==> src/rtl/core/kpad_pkg.sv <==
// Shared constants, key table and types for the keypad click and autorepeat block.
`timescale 1ns / 1ps

package kpad_pkg;

  // Field widths fixed by the interface.
  localparam int KEY_W   = 16;
  localparam int TICK_W  = 32;
  localparam int POS_W   = 4;
  localparam int DELAY_W = 16;

  // Configuration port.
  localparam int CFG_IDX_W  = 1;
  localparam int CFG_DATA_W = DELAY_W;
  localparam logic [CFG_IDX_W-1:0] CFG_FIRST_DELAY   = 1'd0;
  localparam logic [CFG_IDX_W-1:0] CFG_REPEAT_PERIOD = 1'd1;

  // Register values after reset.
  localparam logic [DELAY_W-1:0] FIRST_DELAY_RST   = 16'd500;
  localparam logic [DELAY_W-1:0] REPEAT_PERIOD_RST = 16'd175;

  // Defaults for the top-level parameters.
  localparam int NUM_KEYS_DEF = 12;
  localparam int KEY_BITS_DEF = 16;

  // Priority table of key masks, position 1 first.
  localparam int TABLE_LEN = 12;
  localparam logic [KEY_W-1:0] KEY_MASKS [TABLE_LEN] = '{
    16'h0020, 16'h0040, 16'h0080, 16'h0100,
    16'h0200, 16'h0006, 16'h0002, 16'h0008,
    16'h0010, 16'h0400, 16'h0800, 16'h2000
  };

  // Table position, 0 means no key.
  typedef logic [POS_W-1:0] key_pos_t;

  // Result of matching one key word against the table.
  typedef struct packed {
    key_pos_t pressed;
    key_pos_t clicked;
    logic     held_down;
  } match_t;

endpackage

==> src/rtl/core/keypad_click_and_autorepeat.sv <==
// Keypad click detection and key autorepeat, top level.
//
// Usage: each item on the in_ channel is one keypad poll: the raw active-low
// key word, the current tick count and a flag that disarms autorepeat. For
// every accepted item exactly one result item leaves on the out_ channel with
// the first pressed key, the first newly clicked key and the key reported by
// click or autorepeat, all as table positions with 0 meaning none.
// The result of an item accepted at one edge is valid in the single output
// register after that edge. Throughput is one item per cycle while the
// receiver does not stall; the key history and autorepeat state are updated
// at the accepting edge, so the next poll can follow immediately.
// When the receiver stalls, the result waits in the output register and
// in_stall rises only while that register is full and stalled; it falls in
// the cycle the result is taken.
// Reset clears the key history, disarms autorepeat, sets the delays to 500
// and 175 ticks and empties the output register. The cfg_ port writes the
// first delay (index 0) and the repeat period (index 1) at any cycle with
// cfg_we high; writes are expected only while the block is idle.
`timescale 1ns / 1ps

module keypad_click_and_autorepeat #(
  parameter int NUM_KEYS = kpad_pkg::NUM_KEYS_DEF,
  parameter int KEY_BITS = kpad_pkg::KEY_BITS_DEF
) (
  input  logic                               clk,
  input  logic                               rst_n,
  // Poll channel
  input  logic                               in_valid,
  output logic                               in_stall,
  input  logic [kpad_pkg::KEY_W-1:0]         in_key_word,
  input  logic [kpad_pkg::TICK_W-1:0]        in_now,
  input  logic                               in_clear_repeat,
  // Result channel
  output logic                               out_valid,
  input  logic                               out_stall,
  output kpad_pkg::key_pos_t                 out_pressed_key,
  output kpad_pkg::key_pos_t                 out_clicked_key,
  output kpad_pkg::key_pos_t                 out_repeat_key,
  // Configuration port
  input  logic                               cfg_we,
  input  logic [kpad_pkg::CFG_IDX_W-1:0]     cfg_index,
  input  logic [kpad_pkg::CFG_DATA_W-1:0]    cfg_wdata
);

  localparam int ACTIVE = (NUM_KEYS < kpad_pkg::TABLE_LEN) ? NUM_KEYS : kpad_pkg::TABLE_LEN;
  localparam logic [kpad_pkg::KEY_W-1:0] WORD_MASK =
    (KEY_BITS >= kpad_pkg::KEY_W) ? {kpad_pkg::KEY_W{1'b1}}
                                  : kpad_pkg::KEY_W'((64'd1 << KEY_BITS) - 64'd1);

  // Configuration registers.
  logic [kpad_pkg::DELAY_W-1:0] first_delay_r;
  logic [kpad_pkg::DELAY_W-1:0] repeat_period_r;

  // Poll state; the stored current word serves as the previous word of the next poll.
  logic [kpad_pkg::KEY_W-1:0]  cur_keys_r, cur_keys_nxt;
  kpad_pkg::key_pos_t          held_key_r, held_key_nxt;
  logic [kpad_pkg::TICK_W-1:0] last_fire_r, last_fire_nxt;
  logic                        repeating_r, repeating_nxt;

  // Output register.
  logic               out_valid_r;
  kpad_pkg::key_pos_t pressed_r, clicked_r, repeat_r;
  kpad_pkg::key_pos_t repeat_nxt;

  logic                         in_acc;
  kpad_pkg::key_pos_t           held_eff;
  kpad_pkg::match_t             match;
  logic [kpad_pkg::TICK_W-1:0]  elapsed;
  logic [kpad_pkg::DELAY_W-1:0] limit;
  logic                         due;

  // The input waits only while a finished result is stalled.
  assign in_stall = out_valid_r && out_stall;
  assign in_acc   = in_valid && !in_stall;

  assign cur_keys_nxt  = in_key_word & WORD_MASK;
  assign held_eff      = in_clear_repeat ? '0 : held_key_r;

  kpad_match #(
    .NUM_KEYS (NUM_KEYS)
  ) u_match (
    .cur_keys  (cur_keys_nxt),
    .prev_keys (cur_keys_r),
    .held_key  (held_eff),
    .match     (match)
  );

  // Wrapping elapsed time against the current delay.
  assign elapsed = in_now - last_fire_r;
  assign limit   = repeating_r ? repeat_period_r : first_delay_r;
  assign due     = elapsed > {{(kpad_pkg::TICK_W - kpad_pkg::DELAY_W){1'b0}}, limit};

  // Click re-arms; otherwise the armed key repeats or is dropped on release.
  always_comb begin
    held_key_nxt  = held_eff;
    last_fire_nxt = last_fire_r;
    repeating_nxt = repeating_r;
    repeat_nxt    = '0;
    priority if (match.clicked != '0) begin
      held_key_nxt  = match.clicked;
      repeating_nxt = 1'b0;
      last_fire_nxt = in_now;
      repeat_nxt    = match.clicked;
    end else if (held_eff != '0 && match.held_down) begin
      if (due) begin
        repeating_nxt = 1'b1;
        last_fire_nxt = in_now;
        repeat_nxt    = held_eff;
      end
    end else begin
      held_key_nxt = '0;
    end
  end

  // Configuration writes.
  always_ff @(posedge clk) begin
    if (!rst_n) begin
      first_delay_r   <= kpad_pkg::FIRST_DELAY_RST;
      repeat_period_r <= kpad_pkg::REPEAT_PERIOD_RST;
    end else if (cfg_we) begin
      if (cfg_index == kpad_pkg::CFG_FIRST_DELAY) begin
        first_delay_r <= cfg_wdata;
      end
      if (cfg_index == kpad_pkg::CFG_REPEAT_PERIOD) begin
        repeat_period_r <= cfg_wdata;
      end
    end
  end

  // Poll state update at each accepted item.
  always_ff @(posedge clk) begin
    if (!rst_n) begin
      cur_keys_r  <= '0;
      held_key_r  <= '0;
      last_fire_r <= '0;
      repeating_r <= 1'b0;
    end else if (in_acc) begin
      cur_keys_r  <= cur_keys_nxt;
      held_key_r  <= held_key_nxt;
      last_fire_r <= last_fire_nxt;
      repeating_r <= repeating_nxt;
    end
  end

  // Output valid flag.
  always_ff @(posedge clk) begin
    if (!rst_n) begin
      out_valid_r <= 1'b0;
    end else if (in_acc) begin
      out_valid_r <= 1'b1;
    end else if (!out_stall) begin
      out_valid_r <= 1'b0;
    end
  end

  // Output payload, loaded only when an item is accepted.
  always_ff @(posedge clk) begin
    if (in_acc) begin
      pressed_r <= match.pressed;
      clicked_r <= match.clicked;
      repeat_r  <= repeat_nxt;
    end
  end

  assign out_valid       = out_valid_r;
  assign out_pressed_key = pressed_r;
  assign out_clicked_key = clicked_r;
  assign out_repeat_key  = repeat_r;

  // A click is always reported as the repeat key.
  a_click_reported: assert property (@(posedge clk) disable iff (!rst_n)
    (out_valid_r && clicked_r != '0) |-> (repeat_r == clicked_r))
    else $error("clicked key not reported as repeat key");

  // A clicked key is pressed, so the first pressed key is at or before it.
  a_click_pressed: assert property (@(posedge clk) disable iff (!rst_n)
    (out_valid_r && clicked_r != '0) |-> (pressed_r != '0 && pressed_r <= clicked_r))
    else $error("clicked key without an earlier pressed key");

  // Only active table positions can be armed.
  a_held_range: assert property (@(posedge clk) disable iff (!rst_n)
    held_key_r <= kpad_pkg::key_pos_t'(ACTIVE))
    else $error("armed key outside the active table");

  // A reported repeat leaves that key armed.
  a_repeat_arms: assert property (@(posedge clk) disable iff (!rst_n)
    (in_acc && repeat_nxt != '0) |=> (held_key_r == $past(repeat_nxt)))
    else $error("repeat key not armed after report");

  // A result that is not taken stays valid.
  a_result_held: assert property (@(posedge clk) disable iff (!rst_n)
    (out_valid_r && out_stall) |=> out_valid_r)
    else $error("stalled result dropped");

endmodule

==> src/rtl/core/kpad_match.sv <==
// Priority matcher: finds the first pressed and first clicked table key.
`timescale 1ns / 1ps

module kpad_match #(
  parameter int NUM_KEYS = kpad_pkg::NUM_KEYS_DEF
) (
  input  logic [kpad_pkg::KEY_W-1:0] cur_keys,
  input  logic [kpad_pkg::KEY_W-1:0] prev_keys,
  input  kpad_pkg::key_pos_t         held_key,
  output kpad_pkg::match_t           match
);

  localparam int ACTIVE = (NUM_KEYS < kpad_pkg::TABLE_LEN) ? NUM_KEYS : kpad_pkg::TABLE_LEN;

  logic [kpad_pkg::TABLE_LEN-1:0] down_vec;
  logic [kpad_pkg::TABLE_LEN-1:0] click_vec;

  // Per-key down and click flags; keys beyond the active count never match.
  for (genvar g = 0; g < kpad_pkg::TABLE_LEN; g++) begin : g_key
    if (g < ACTIVE) begin : g_on
      assign down_vec[g]  = (cur_keys & kpad_pkg::KEY_MASKS[g]) == '0;
      assign click_vec[g] = down_vec[g] && ((prev_keys & kpad_pkg::KEY_MASKS[g]) != '0);
    end else begin : g_off
      assign down_vec[g]  = 1'b0;
      assign click_vec[g] = 1'b0;
    end
  end

  // Lowest position wins; scanning from the top lets the lowest overwrite.
  always_comb begin
    match = '0;
    for (int i = kpad_pkg::TABLE_LEN - 1; i >= 0; i--) begin
      if (down_vec[i]) begin
        match.pressed = kpad_pkg::key_pos_t'(i + 1);
      end
      if (click_vec[i]) begin
        match.clicked = kpad_pkg::key_pos_t'(i + 1);
      end
      if (down_vec[i] && (held_key == kpad_pkg::key_pos_t'(i + 1))) begin
        match.held_down = 1'b1;
      end
    end
  end

endmodule

==> config.mk <==
export PLATFORM = sky130hd
export DESIGN_NAME = keypad_click_and_autorepeat
export DESIGN_NICKNAME = d
export VERILOG_FILES = /design/src/rtl/core/kpad_pkg.sv /design/src/rtl/core/keypad_click_and_autorepeat.sv /design/src/rtl/core/kpad_match.sv
export SDC_FILE = /design/constraint.sdc
export NUM_CORES = 1
export LEC_CHECK = 0
export BUFFER_PORTS_ARGS = -buffer_cell sky130_fd_sc_hd__buf_4
export CAP_MARGIN = 20
export CORE_UTILIZATION = 45
export DETAILED_ROUTE_END_ITERATION = 16
export HOLD_SLACK_MARGIN = 0.12
export PLACE_DENSITY = 0.67
export SYNTH_ARGS = -nofsm -noshare
export SYNTH_HDL_FRONTEND = slang
export SYNTH_SLANG_ARGS = --single-unit
==> constraint.sdc <==
create_clock -name clk -period 4.85 [get_ports clk]
set_input_delay 0 -clock clk [delete_from_list [all_inputs] [get_ports clk]]
set_output_delay 0 -clock clk [all_outputs]
set_load 0.05 [all_outputs]
==> results by group, run 1 <==
Timing
  • Final Skew: 0.00972 ns
  • Slew @ Worst Pin: 1.05 ns
  • RSZ-0062 raised after global routing: true
  • Setup Viol. Count Final: 0
  • Final hold vios: 0
  • Crit share post-route: 0.994
  • Max Clock Freq: 207 MHz
  • Min Tclk post-route: 4.82 ns
  • Final Max Slew Viols: 0
  • Relative slew slack: 0.299

Route
  • Pre-antenna DRT Iters: 5
  • Initial DRC count: 483
  • Vias per cell: 6.00
  • Final WL: 21,200 um
  • Antenna Nets Post-Route: 0
  • DRC viols: 0
  • WL/cell: 16.5 um
  • Via count: 7,719

Logic synthesis
  • Register area share after synthesis: 0.271
  • Async SR Flop Fraction: 0
  • Cell area after synthesis: 7390 um^2
  • Cells after synthesis: 956
  • FF+latch count, synth: 94
  • Top-count cell post-synth: nand2_1
  • Top FF cell, synth: dfxtp_1
  • Syn Area/Cell: 7.73 um^2
  • Top post-synthesis cells by count: 174 x nand2_1, 82 x dfxtp_1, 63 x clkbuf_1
  • Post-Syn Nets: 1,075
  • Largest cells by area after synthesis: dfxtp_1 22%, nand2_1 8.8%, ha_1 8.0%
  • Yosys warns: 0
  • Synth unique cells: 75
  • Top cell type by total area after synthesis: dfxtp_1
  • EDFF count, synth: 12
  • Post-synth top area share: 0.222

Layout
  • Fin nets: 1,185
  • Finished Layout Cells: 1,287
  • Ant diodes: 0
  • Synth-to-Final Area Change: 27.6%
  • Layout cell share with drive strength beyond 1: 0.159
  • Post-route design area: 9430 um^2

Setup path
  • Critical path required time: 5.12 ns
  • Worst-path fanout max: 8
  • Crit path from: last_fire_r[0]
  • Setup Crit Path Kind: register to register
  • CP startpoint kind: register
  • Critical-path cell with the highest stage delay: or4b_1
  • Critical Path Max Stage Delay: 0.48 ns
  • Critical path cell sequence: ha_4, fa_2, nor2b_4, o2111ai_4, a2111oi_4, nor2_1, xnor2_1, ha_1, a21oi_2, nand2_1, a211oi_2, nor4bb_4, o21bai_1, or4b_1, or4_4, or2_4, buf_8, buf_12, o311ai_4
  • Reg-to-reg setup timing slack: 0.03 ns
  • Crit Reg-Reg Startpoint: last_fire_r[0]
  • RR Endpoint: last_fire_r[6]
  • WP data arrival: 5.09 ns
  • CP Capture Type: register
  • Reg2Reg Depth: 19

Die
  • IO Count: 85
  • Initial Util: 0.464
  • Die area: 16,900 um^2
  • Die height: 130 um
  • Core Rows: 46
  • Die width: 130 um
  • Core area: 15,900 um^2

Job
  • Max Cap Violations: 0

Status
  • Status: complete, no violations

Min path
  • Hold Path Class: input port to register
  • Worst hold stages: 4
  • Hold_sp: cfg_we
  • Hold endpoint: first_delay_r[3]

Clock tree
  • Sink Count: 94
  • Clk_lat worst skew: 0.37 ns
  • Number of buffers created by CTS: 9
  • Worst-path clk slew: 0.07 ns
  • CTS H-tree depth: 3
  • CTS tree: built
  • Maximum buffer depth of the clock tree: 2
  • Clock Root Buffer: clkbuf_16

Global route
  • Total track usage: 0.256
  • GR Overflow Total: 0
  • First-pass GRT wire length: 34,700 um
  • Largest net degree at the start of global routing: 111
  • Antenna violations before repair: 0
  • Vias in the first global route: 7,214

Power and ir drop
  • Maximum vdd drop: 196 uV
  • Leak: 3.55 nW
  • Power Density: 292 nW/um^2
  • Tot Pwr: 0.00275 W

Placed design
  • DP Wirelength: 14,400 um
  • Inst Count DP: 1,204
  • RD Place Congestion: 0.928
  • Input/output buffers: 80
  • Area after DPL: 8180 um^2
worst max-delay path by stage:
stage / cells past startpoint / to
after floorplan: 20 / out_repeat_key[3]
after global placement: 19 / last_fire_r[0]
after detailed placement: 19 / last_fire_r[6]
after CTS: 19 / last_fire_r[9]
after global routing: 19 / last_fire_r[6]
final: 19 / last_fire_r[6]
layout by cell type (no fill, tap or decap), drive strengths merged, types with 6 or more instances in the layout:
master         n
edfxtp        12
or4            7
o311ai        32
a21oi         50
nand2b        11
nand3         21
nor2          32
a21o          10
mux2i         20
o2111ai       36
inv           53
a31oi         38
dfxtp         82
and2           6
xnor2         12
ha            47
o21a           9
nor3          14
buf          108
a211oi        38
o221ai         6
nand2        174
clkbuf         9
dlygate4sd3   64
nor2b         14
a21boi        35
o21ai         28
or2            6
o211ai         8
nand4         11
where the power goes:
| group | switching (W) | internal [W] |
|---|---|---|
| clock | 0.000368 | 0.000418 |
| sequential | 0.0000344 | 0.000852 |
| combinational | 0.000631 | 0.000447 |
state kept, by name (all words and copies together), names as in the netlist:
name and flops:
last_fire_r 32, first_delay_r 16, repeat_period_r 16, cur_keys_r 12, held_key_r 4, out_clicked_key 4
out_pressed_key 4, out_repeat_key 4, out_valid 1, repeating_r 1
per-layer routing:
| metal | global-route usage | up-vias | wire length, um |
|---|---|---|---|
| li1 | - | 3821 | - |
| met1 | 0.325 | 3655 | 9560 |
| met2 | 0.438 | 202 | 10200 |
| met3 | 0.0349 | 41 | 787 |
| met4 | 0.0999 | 0 | 608 |
| met5 | 0 | - | 0 |
critical path, delay by kind of cell (launching register included):
family	cells	cell delay, ns
AOI/OAI and AO/OA	6	1.27
xor gates and xnor gates	1	0.14
DFF	1	0.34
adders and majority gates	3	0.93
and+or+nand+nor	7	1.75
buffers and inverters	2	0.30
per-stage QoR:
step / setup TNS [ns] / setup slack (ns) / utilization / hold WS [ns]
finish: 0 / 0.0278 / 0.591 / 0.169
global route: -4.44 / -0.171 / 0.591 / 0.196
CTS: 0 / 0.0202 / 0.577 / 0.159
detailed placement: -0.584 / -0.0722 / 0.513 / 0.225
global placement: -0.000143 / -0.000143 / 0.513 / 0.220
floorplan: 0 / 0.0975 / - / 0.124
cells by family after synthesis:
logic type,share of synthesized area
compound gates,0.332
xor+xnor,0.0201
fa+ha+maj,0.0823
buf+inv,0.0667
flops,0.271
mux,0.0301
simple gates,0.198
repair_timing:
action,4_1_cts,5_1_grt
gates resized for setup,5,35
endpoints found under the setup margin,21,37
hold buffers,64,0
hold endpoints to repair,81,0
pin swaps,3,13
buffers inserted,1,2
layout make-up:
cell class	instances	area (um^2)
clock buffer	9	225
clock inverter	7	100
fill	1460	6510
inverter	49	184
multi-input combinational	740	5170
sequential	94	2000
tap	216	270
timing repair buffer	172	1480
(Power assumes the default switching activity.)
==> run 2, diff against run 1 <==
--- a/config.mk
+++ b/config.mk
@@ -11,6 +11,7 @@
 export DETAILED_ROUTE_END_ITERATION = 16
 export HOLD_SLACK_MARGIN = 0.12
 export PLACE_DENSITY = 0.67
+export SETUP_SLACK_MARGIN = 0.05
 export SYNTH_ARGS = -nofsm -noshare
 export SYNTH_HDL_FRONTEND = slang
 export SYNTH_SLANG_ARGS = --single-unit
==> results by group, run 2 (synthesized netlist as in run 1, its figures left out) <==
Status
  • Status: complete, no violations (unchanged)

Timing
  • Max Clock Freq: 209 MHz (was 207 MHz)
  • Setup TNS: 0 ns (unchanged)
  • Setup Viol. Count Final: 0 (unchanged)
  • Min Tclk post-route: 4.78 ns (was 4.82 ns)
  • Crit share post-route: 0.985 (was 0.994)
  • Final WS setup: 0.0749 ns (was 0.0278 ns)
  • Slew @ Worst Pin: 1.07 ns (was 1.05 ns)
  • Final Max Slew Viols: 0 (unchanged)
  • Relative slew slack: 0.286 (was 0.299)
  • RSZ-0062 raised after global routing: true (unchanged)
  • Final Skew: 0.00897 ns (was 0.00972 ns)
  • Final hold vios: 0 (unchanged)

Placed design
  • Input/output buffers: 80 (unchanged)
  • DP Wirelength: 14,400 um (unchanged)
  • Pre-CTS WS: -0.0722 ns (unchanged)
  • RD Place Congestion: 0.928 (unchanged)

Setup path
  • Critical path required time: 5.11 ns (was 5.12 ns)
  • Setup Crit Path Kind: register to register (unchanged)
  • CP Capture Type: register (unchanged)
  • Worst-path fanout max: 8 (unchanged)
  • CP startpoint kind: register (unchanged)
  • WP data arrival: 5.04 ns (was 5.09 ns)

Min path
  • Hold Path Class: input port to register (unchanged)

Layout
  • Sequential Area: 2000 um^2 (unchanged)
  • Number of fillers in the final layout: 1,472 (was 1,460)
  • Fin nets: 1,186 (was 1,185)
  • Commonest non-fill, non-tap cell in the layout: nand2_1 (unchanged)
  • Multi-input logic area: 5080 um^2 (was 5170 um^2)
  • Layout cell share with drive strength beyond 1: 0.150 (was 0.159)
  • Synth-to-Final Area Change: 26.3% (was 27.6%)
  • Max reg flops: 32 (unchanged)
  • Top flop regs: last_fire_r (32), first_delay_r (16), repeat_period_r (16) (unchanged)
  • Ant diodes: 0 (unchanged)
  • Most frequent cells in the layout: 174 x nand2_1, 106 x buf_4, 81 x dfxtp_1, 64 x dlygate4sd3_1 (was 174 x nand2_1, 105 x buf_4, 81 x dfxtp_1, 64 x dlygate4sd3_1)
  • Final core occ: 0.586 (was 0.591)
  • Largest Register: last_fire_r (unchanged)

Route
  • Initial DRC count: 495 (was 483)
  • WL/cell: 16.4 um (was 16.5 um)
  • Antenna Nets Post-Route: 0 (unchanged)
  • Via count: 7,699 (was 7,719)
  • DRC viols: 0 (unchanged)
  • Final WL: 21,200 um (about the same)
  • Pre-antenna DRT Iters: 5 (unchanged)
  • Vias per cell: 5.98 (was 6.00)

Job
  • Max Cap Violations: 0 (unchanged)

Die
  • IO Count: 85 (unchanged)
  • Die area: 16,900 um^2 (unchanged)
  • Core area: 15,900 um^2 (unchanged)
  • Initial Util: 0.464 (unchanged)
  • Die height: 130 um (unchanged)
  • Die width: 130 um (unchanged)
  • Core Rows: 46 (unchanged)

Clock tree
  • Sink Count: 94 (unchanged)
  • Maximum buffer depth of the clock tree: 2 (unchanged)
  • Clock Root Buffer: clkbuf_16 (unchanged)
  • Number of buffers created by CTS: 9 (unchanged)
  • Worst-path clk slew: 0.07 ns (about the same)
  • CTS H-tree depth: 3 (unchanged)
  • Clk_lat worst skew: 0.37 ns (about the same)
  • CTS tree: built (unchanged)

Power and ir drop
  • Power Density: 293 nW/um^2 (was 292 nW/um^2)
  • Leak: 3.50 nW (was 3.55 nW)
  • Tot Pwr: 0.00274 W (was 0.00275 W)
  • Maximum vdd drop: 196 uV (about the same)

Global route
  • Antenna violations before repair: 0 (unchanged)
  • Total track usage: 0.257 (was 0.256)
  • GR Overflow Total: 0 (unchanged)
  • First-pass GRT wire length: 34,900 um (was 34,700 um)
  • GR peak layer: met2 (unchanged)
  • Largest net degree at the start of global routing: 111 (unchanged)
  • GRT met1 Usage: 0.326 (was 0.325)
  • Vias in the first global route: 7,261 (was 7,214)
  • Grt met2 use: 0.440 (was 0.438)
  • Met3 Resource Use GR: 0.0349 (unchanged)
[run 2: cell count changes in the layout (fill, tap and decap cells not counted), sizes merged]
cell	before	now
buf	108	109
[run 2: power by group]
group	switching [W]	internal, W
Combinational	0.000625	0.000442
Clock	0.000365	0.000418
Sequential	0.0000340	0.000852
[run 2: routing by layer]
metal | up-vias | routed length [um]
met3 | 38 | 763
met1 | 3644 | 9540
met4 | 0 | 583
met5 | - | 0
met2 | 195 | 10300
li1 | 3822 | -
[run 2: metrics by stage]
step           cell area (um^2)  hold slack [ns]  std cells
2_1_floorplan              7420            0.124        956
3_3_place_gp               8180            0.220       1204
3_5_place_dp               8180            0.225       1204
4_1_cts                    9230            0.159       1287
5_1_grt                    9340            0.196       1288
6_report                   9340            0.170       1288
[run 2: worst max-delay path, stage by stage (launching register included)]
cell       delay [ns]
dfxtp_2          0.34
ha_4             0.16
fa_2             0.37
nor2b_4          0.17
o2111ai_4        0.18
a2111oi_4        0.36
nor2_1           0.09
xnor2_1          0.13
ha_1             0.32
a21oi_1          0.15
nand2_1          0.07
a211oi_2         0.24
nor4bb_4         0.25
o21bai_1         0.09
or4b_1           0.49
or4_4            0.43
or2_4            0.28
buf_8            0.14
buf_8            0.14
o311ai_2         0.27
[run 2: area by class of cell]
cell class | count | area share
Multi-Input combinational cell | 740 | 0.544
Sequential cell | 94 | 0.215
Timing Repair Buffer | 173 | 0.158
Tap cell | 216 | 0.0289
Clock buffer | 9 | 0.0241
Inverter | 49 | 0.0197
Clock inverter | 7 | 0.0107
[run 2: path summary, 6_finish.rpt]
| check | start | endpoint | slack [ns] | depth (start not counted) |
|---|---|---|---|---|
| max | last_fire_r[0] | last_fire_r[0] | 0.07 | 19 |
| min | cfg_we | first_delay_r[3] | 0.17 | 4 |
| max reg2reg | last_fire_r[0] | last_fire_r[0] | 0.07 | 19 |
| min reg2reg | first_delay_r[3] | first_delay_r[3] | 0.47 | 2 |
[run 2: what timing repair did]
| action | CTS | global route |
|---|---|---|
| hold buffers | 64 | 0 |
| pin swaps | 5 | 9 |
| setup buffers | 3 | 1 |
| setup endpoints to repair | 34 | 37 |
| hold endpoints to repair | 81 | 0 |
| gates resized for setup | 8 | 17 |
